===== config.mk =====
export PLATFORM = sky130hd
export DESIGN_NAME = scspmv_mulq
export DESIGN_NICKNAME = d
export VERILOG_FILES = /design/src/rtl/scspmv_pkg.sv /design/src/rtl/scspmv_mulq.sv
export SDC_FILE = /design/constraint.sdc
export NUM_CORES = 2
export LEC_CHECK = 0
export BUFFER_PORTS_ARGS = -buffer_cell sky130_fd_sc_hd__buf_2
export CAP_MARGIN = 25
export CELL_PAD_IN_SITES_DETAIL_PLACEMENT = 1
export CELL_PAD_IN_SITES_GLOBAL_PLACEMENT = 1
export CORE_ASPECT_RATIO = 0.7
export CORE_MARGIN = 8
export CORE_UTILIZATION = 55
export CTS_CLUSTER_DIAMETER = 80
export CTS_CLUSTER_SIZE = 25
export DETAILED_ROUTE_END_ITERATION = 7
export GPL_TIMING_DRIVEN = 0
export PLACE_DENSITY_LB_ADDON = 0.2
export SLEW_MARGIN = 20
export SYNTH_ARGS = -nofsm -noshare
export SYNTH_HDL_FRONTEND = slang
export SYNTH_SLANG_ARGS = --single-unit

===== constraint.sdc =====
create_clock -name clk -period 14.35 [get_ports clk]
set_clock_uncertainty 0.1 [all_clocks]
set_input_delay 1.435 -clock clk [delete_from_list [all_inputs] [get_ports clk]]
set_output_delay 1.435 -clock clk [all_outputs]
set_load 0.02 [all_outputs]

===== src/rtl/scspmv_pkg.sv =====
package scspmv_pkg;

	// Storage and field widths.
	localparam int DIM_MAX = 1024;
	localparam int ADDR_W = $clog2(DIM_MAX);
	localparam int IDX_W = 11;
	localparam int FUNC_W = 2;
	localparam int XW = 32;
	localparam int YW = 48;
	localparam int FRAC = 16;
	localparam int PDATA_W = 32;
	localparam int PADDR_W = 5;
	localparam int REG_IDX_W = PADDR_W - 2;

	// Item selector codes.
	localparam logic [FUNC_W-1:0] FUNC_LOAD = 2'd0;
	localparam logic [FUNC_W-1:0] FUNC_TRIPLET = 2'd1;
	localparam logic [FUNC_W-1:0] FUNC_READ = 2'd2;

	// Register indexes on the configuration port.
	localparam logic [REG_IDX_W-1:0] REG_ALPHA = 3'd0;
	localparam logic [REG_IDX_W-1:0] REG_BETA = 3'd1;
	localparam logic [REG_IDX_W-1:0] REG_HOMOG = 3'd2;
	localparam logic [REG_IDX_W-1:0] REG_XSCALAR = 3'd3;
	localparam logic [REG_IDX_W-1:0] REG_DIM = 3'd4;

	// Register reset values.
	localparam logic signed [XW-1:0] ALPHA_RST = 32'sd65536;
	localparam logic [IDX_W-1:0] DIM_RST = 11'd1024;

	// Saturation limits of a y element.
	localparam logic signed [YW-1:0] Y_MAX = {1'b0, {(YW-1){1'b1}}};
	localparam logic signed [YW-1:0] Y_MIN = {1'b1, {(YW-1){1'b0}}};

	typedef struct packed {
		logic [FUNC_W-1:0] func;
		logic [IDX_W-1:0] row_index;
		logic [IDX_W-1:0] col_index;
		logic signed [XW-1:0] entry_value;
		logic signed [YW-1:0] y_initial;
	} in_item_t;

	typedef struct packed {
		logic status;
		logic [IDX_W-1:0] result_index;
		logic signed [YW-1:0] y_value;
	} out_item_t;

	// Request to and response from the fixed-point multiply unit.
	typedef struct packed {
		logic start;
		logic signed [YW-1:0] a;
		logic signed [XW-1:0] b;
	} mq_req_t;

	typedef struct packed {
		logic busy;
		logic done;
		logic signed [YW-1:0] res;
	} mq_rsp_t;

	typedef enum logic [1:0] {
		MQ_IDLE,
		MQ_LO,
		MQ_HI,
		MQ_SUM
	} mq_state_t;

	typedef enum logic [2:0] {
		S_IDLE,
		S_RD_WAIT,
		S_LOAD_MUL,
		S_T_ALPHA,
		S_T_ROW,
		S_T_COL,
		S_RESULT
	} state_t;

	// Clamp a wide signed value to the signed y range.
	function automatic logic signed [YW-1:0] sat_y(input logic signed [63:0] v);
		logic signed [63:0] hi_lim;
		logic signed [63:0] lo_lim;
		hi_lim = 64'(Y_MAX);
		lo_lim = 64'(Y_MIN);
		if (v > hi_lim) begin
			sat_y = Y_MAX;
		end else if (v < lo_lim) begin
			sat_y = Y_MIN;
		end else begin
			sat_y = v[YW-1:0];
		end
	endfunction

endpackage


===== src/rtl/scspmv_mulq.sv =====
module scspmv_mulq (
	input logic clk,
	input logic arst_n,
	input scspmv_pkg::mq_req_t req,
	output scspmv_pkg::mq_rsp_t rsp
);
	import scspmv_pkg::*;

	mq_state_t state_q;
	mq_state_t state_d;
	logic signed [YW-1:0] a_q;
	logic signed [XW-1:0] b_q;
	logic signed [XW:0] op_a;
	logic signed [XW:0] op_b;
	logic signed [2*XW+1:0] prod;
	logic signed [63:0] prod_q;
	logic signed [XW:0] low_q;
	logic signed [63:0] sum;
	logic signed [YW-1:0] res_q;
	logic done_q;

	// Next state: low half product, high half product, then the sum.
	always_comb begin
		state_d = state_q;
		case (state_q)
			MQ_IDLE: begin
				if (req.start) begin
					state_d = MQ_LO;
				end
			end
			MQ_LO: state_d = MQ_HI;
			MQ_HI: state_d = MQ_SUM;
			MQ_SUM: state_d = MQ_IDLE;
			default: state_d = MQ_IDLE;
		endcase
	end

	// Operand selection for the shared multiplier and the response.
	always_comb begin
		op_a = '0;
		case (state_q)
			MQ_LO: op_a = {{(XW+1-FRAC){1'b0}}, a_q[FRAC-1:0]};
			MQ_HI: op_a = {a_q[YW-1], a_q[YW-1:FRAC]};
			default: op_a = '0;
		endcase
		op_b = {b_q[XW-1], b_q};
		rsp.busy = (state_q != MQ_IDLE);
		rsp.done = done_q;
		rsp.res = res_q;
	end

	assign prod = op_a * op_b;
	assign sum = prod_q + 64'(low_q);

	always_ff @(posedge clk or negedge arst_n) begin
		if (!arst_n) begin
			state_q <= MQ_IDLE;
			done_q <= 1'b0;
		end else begin
			state_q <= state_d;
			done_q <= (state_q == MQ_SUM);
		end
	end

	// Operands are held for the whole pass; the product is always registered.
	always_ff @(posedge clk) begin
		if (state_q == MQ_IDLE && req.start) begin
			a_q <= req.a;
			b_q <= req.b;
		end
		prod_q <= prod[63:0];
		if (state_q == MQ_HI) begin
			low_q <= prod_q[FRAC+XW:FRAC];
		end
		if (state_q == MQ_SUM) begin
			res_q <= sat_y(sum);
		end
	end

endmodule


==> run summary <==
• portion of synthesized cell area occupied by the leading cell type: 45.8%
• most prevalent standard cell on the critical path: sky130_fd_sc_hd__fa_1
• post-detailed-route via-to-cell ratio: 6.01
• number of antenna violations at the first check in global routing: 21
• clock tree from TritonCTS: built
• post-synth top area cell: sky130_fd_sc_hd__fa_1
• outcome: finished, final reports clean
• number of primary I/O pins: 133
• hold path startpoint: prod_q[27]$_DFF_P_
• list of most frequent post-synthesis cells: 1083 x sky130_fd_sc_hd__fa_1, 1041 x sky130_fd_sc_hd__inv_1, 693 x sky130_fd_sc_hd__nand2_1
• share of cells above drive strength 1: 5.14%
• count of hold buffers inserted by post-cts repair: 0
• Critical Path Max Stage Delay: 0.83 ns
• Post-CTS Resized: 0
• uppermost layer routed: met5
• critical path startpoint category: register
• count of endpoints failing hold in the final timing report: 0
• count of warnings emitted by yosys: 0
• Seq/Total Area, Yosys: 13.1%
• kind of path behind the tightest hold check: reg2reg
• vias post-DR: 37529
• Total GRT Usage: 38.2%
• critical setup path kind: reg2reg
• # rows: 90
• gp weighted congestion: 1.04
• Placeable Area: 0.0857 sq mm
• max-slew violation count: 0
• type of destination of the critical path: register
• final hold slack: 0.340 ns
• buffer depth of the longest clock path: 3
• source-to-sink clock delay at the later pin of the worst-skew pair: 0.60 ns
• routed metal-1 wirelength: 71000 microns
• unrepaired setup endpoints after global routing: false
• post-synth net total: 6318
• maximum net fanout on the critical path: 39
• endpoints failing setup: 0
• sink of the worst hold path: low_q[11]$_DFFE_PN_
• Crit Reg-Reg Endpoint: prod_q[61]$_DFF_P_
• number of buffers and inverters on the critical path: 9
• Port Buffers: 132
• via count of the first global-routing pass: 41075
• met2 wire length: 75500 microns
• Fillers: 9748
• final clock period utilization by the worst path: 91.0%
• Mapped Cells: 4901
• global-route wire length before repair: 269000 microns
• EDFF count, synth: 161
• share of synthesized flip-flops with an asynchronous set or reset: 1.32%
• family with the most delay on the worst path: adder cells
• number of nets still failing antenna checks after routing: 0
• final critical path time including I/O delays and setup: 13.06 ns
• count of unresolved DRC violations after routing: 0
• Slew HR: 17.0%
• detailed router's first-iteration violation count: 3984
• HPWL after detailed placement: 154000 microns
• most repeated cell in the gate-level netlist after synthesis: sky130_fd_sc_hd__fa_1
• final wirelength: 181000 microns
• clock root cell: sky130_fd_sc_hd__clkbuf_16
• sum of negative setup slack: 0 ns
• Die Ht: 262 microns
• Die Span X: 367 microns
• worst path arrival time: 13.44 ns
• Cell variety after synth: 85
• Final Net Count: 6485
• number of flip-flops and latches in the synthesized netlist: 228
• required time of the critical path: 14.73 ns
• maximum number of pins on one net before global-route repair: 60
• worst-case register-to-register setup slack: 1.29 ns
• max-capacitance violation count: 0
• slowest cell on the critical path: sky130_fd_sc_hd__nor3_1
• initial core utilization: 55.3%
• dominant synthesized flop cell: sky130_fd_sc_hd__edfxtp_1
• mean instance size in the synthesized netlist: 9.66 sq um
• CTS Sinks: 228
• met3 wire length: 25900 microns
• transition time at the pin with the least slew margin: 1.24 ns
• TritonCTS Buffers: 17
• die footprint: 0.0959 sq mm
• area grow syn2layout: 6.29%
• reg-to-reg startpoint: state_q[0]$_DFFE_PN0P_
• number of optimization iterations in the first detailed-route pass: 5
• cell area after synthesis: 0.0474 sq mm
• Worst Hold Path Cells: 0
• largest cells by area after synthesis: sky130_fd_sc_hd__fa_1 46%, sky130_fd_sc_hd__edfxtp_1 10%, sky130_fd_sc_hd__inv_1 8.2%
• CTS clk-pin slew, worst paths: 0.10 ns
• level count of the clock H-tree: 1
• Routed WL per cell: 29.0 microns
• overflow left after global routing: 0
• number of buffers added for setup after CTS: 0
• Worst Reg2Reg Path Length in Cells: 32
• Peak Freq: 0.0765 GHz
==> worst max path at each step <==
| stage | start | endpoint | slack [ns] | cells past startpoint |
|---|---|---|---|---|
| floorplan | state_q[0]$_DFFE_PN0P_ | prod_q[61]$_DFF_P_ | 4.49 | 29 |
| global placement | state_q[0]$_DFFE_PN0P_ | prod_q[61]$_DFF_P_ | 0.96 | 32 |
| detailed placement | state_q[0]$_DFFE_PN0P_ | prod_q[61]$_DFF_P_ | 1.78 | 32 |
| CTS | state_q[0]$_DFFE_PN0P_ | prod_q[61]$_DFF_P_ | 1.71 | 32 |
| global route | state_q[0]$_DFFE_PN0P_ | prod_q[61]$_DFF_P_ | 1.0 | 32 |
| finish | state_q[0]$_DFFE_PN0P_ | prod_q[61]$_DFF_P_ | 1.29 | 32 |
==> per-stage QoR <==
step / utilization (%) / cell area, sq um / std cells / setup slack, ns
after floorplan: - / 47400 / 4901 / 4.49
after global placement: 57.7 / 49500 / 6183 / 0.957
after detailed placement: 57.9 / 49600 / 6189 / 1.78
after CTS: 58.6 / 50200 / 6219 / 1.71
after global routing: 58.7 / 50300 / 6231 / 0.997
final: 58.8 / 50300 / 6248 / 1.29
==> metal layers <==
layer | track usage [%] | vias up
met5 | 0.808 | -
met4 | 15.2 | 12
met3 | 15.7 | 439
met2 | 55.7 | 2215
met1 | 50.7 | 19567
li1 | - | 15296
==> sequential cells by signal, summed over array words and instances (netlist names) <==
register / count
res_q: 48
b_q: 32
state_q: 2
prod_q: 64
low_q: 33
done_q: 1
a_q: 48
==> area by class of cell <==
class,count,area [sq um],area share [%]
Antenna cell,19,47.5,0.0944
Clock buffer,18,439,0.872
Timing Repair Buffer,148,851,1.69
Tap cell,1150,1440,2.86
Buffer,266,1080,2.14
Multi-Input combinational cell,3365,36200,71.9
Clock inverter,12,168,0.333
Sequential cell,228,6190,12.3
Inverter,1042,3910,7.77
==> placed cells by master, fill, tap and decap left out, types with 17 or more instances in the layout <==
cell type and count:
sky130_fd_sc_hd__edfxtp_1 161, sky130_fd_sc_hd__nor3_1 31, sky130_fd_sc_hd__a21oi_1 135, sky130_fd_sc_hd__nor2b_1 27
sky130_fd_sc_hd__a21o_1 59, sky130_fd_sc_hd__nor2_1 93, sky130_fd_sc_hd__o21bai_1 20, sky130_fd_sc_hd__clkbuf_16 17
sky130_fd_sc_hd__nand2b_1 23, sky130_fd_sc_hd__dfxtp_1 64, sky130_fd_sc_hd__nand4_1 38, sky130_fd_sc_hd__a22oi_1 18
sky130_fd_sc_hd__xor2_1 46, sky130_fd_sc_hd__xnor2_1 76, sky130_fd_sc_hd__and3_1 139, sky130_fd_sc_hd__nand3_1 32
sky130_fd_sc_hd__ha_1 249, sky130_fd_sc_hd__diode_2 19, sky130_fd_sc_hd__fa_1 1082, sky130_fd_sc_hd__a211oi_1 18
sky130_fd_sc_hd__and2_1 291, sky130_fd_sc_hd__o22ai_1 19, sky130_fd_sc_hd__o21ai_0 85, sky130_fd_sc_hd__buf_2 139
sky130_fd_sc_hd__clkbuf_1 245, sky130_fd_sc_hd__nand2_1 693, sky130_fd_sc_hd__inv_1 1041, sky130_fd_sc_hd__o22ai_2 30
==> logic make-up (layout without fill, tap and decap cells) <==
family / after synthesis / in the layout / share of synthesized area [%]
other: 0 / 19 / 0
AND/OR/NAND/NOR: 1413 / 1413 / 14.5
flip-flops: 228 / 228 / 13.1
adder cells (fa/ha/maj): 1334 / 1334 / 52.4
multiplexers: 6 / 6 / 0.127
XOR/XNOR: 122 / 122 / 2.26
buffers and inverters: 1308 / 1486 / 10.5
AO/OA/AOI/OAI: 490 / 490 / 7.14
Power is not shown: default switching activity piles up to over one toggle a cycle in this logic, so the estimate is an artifact.
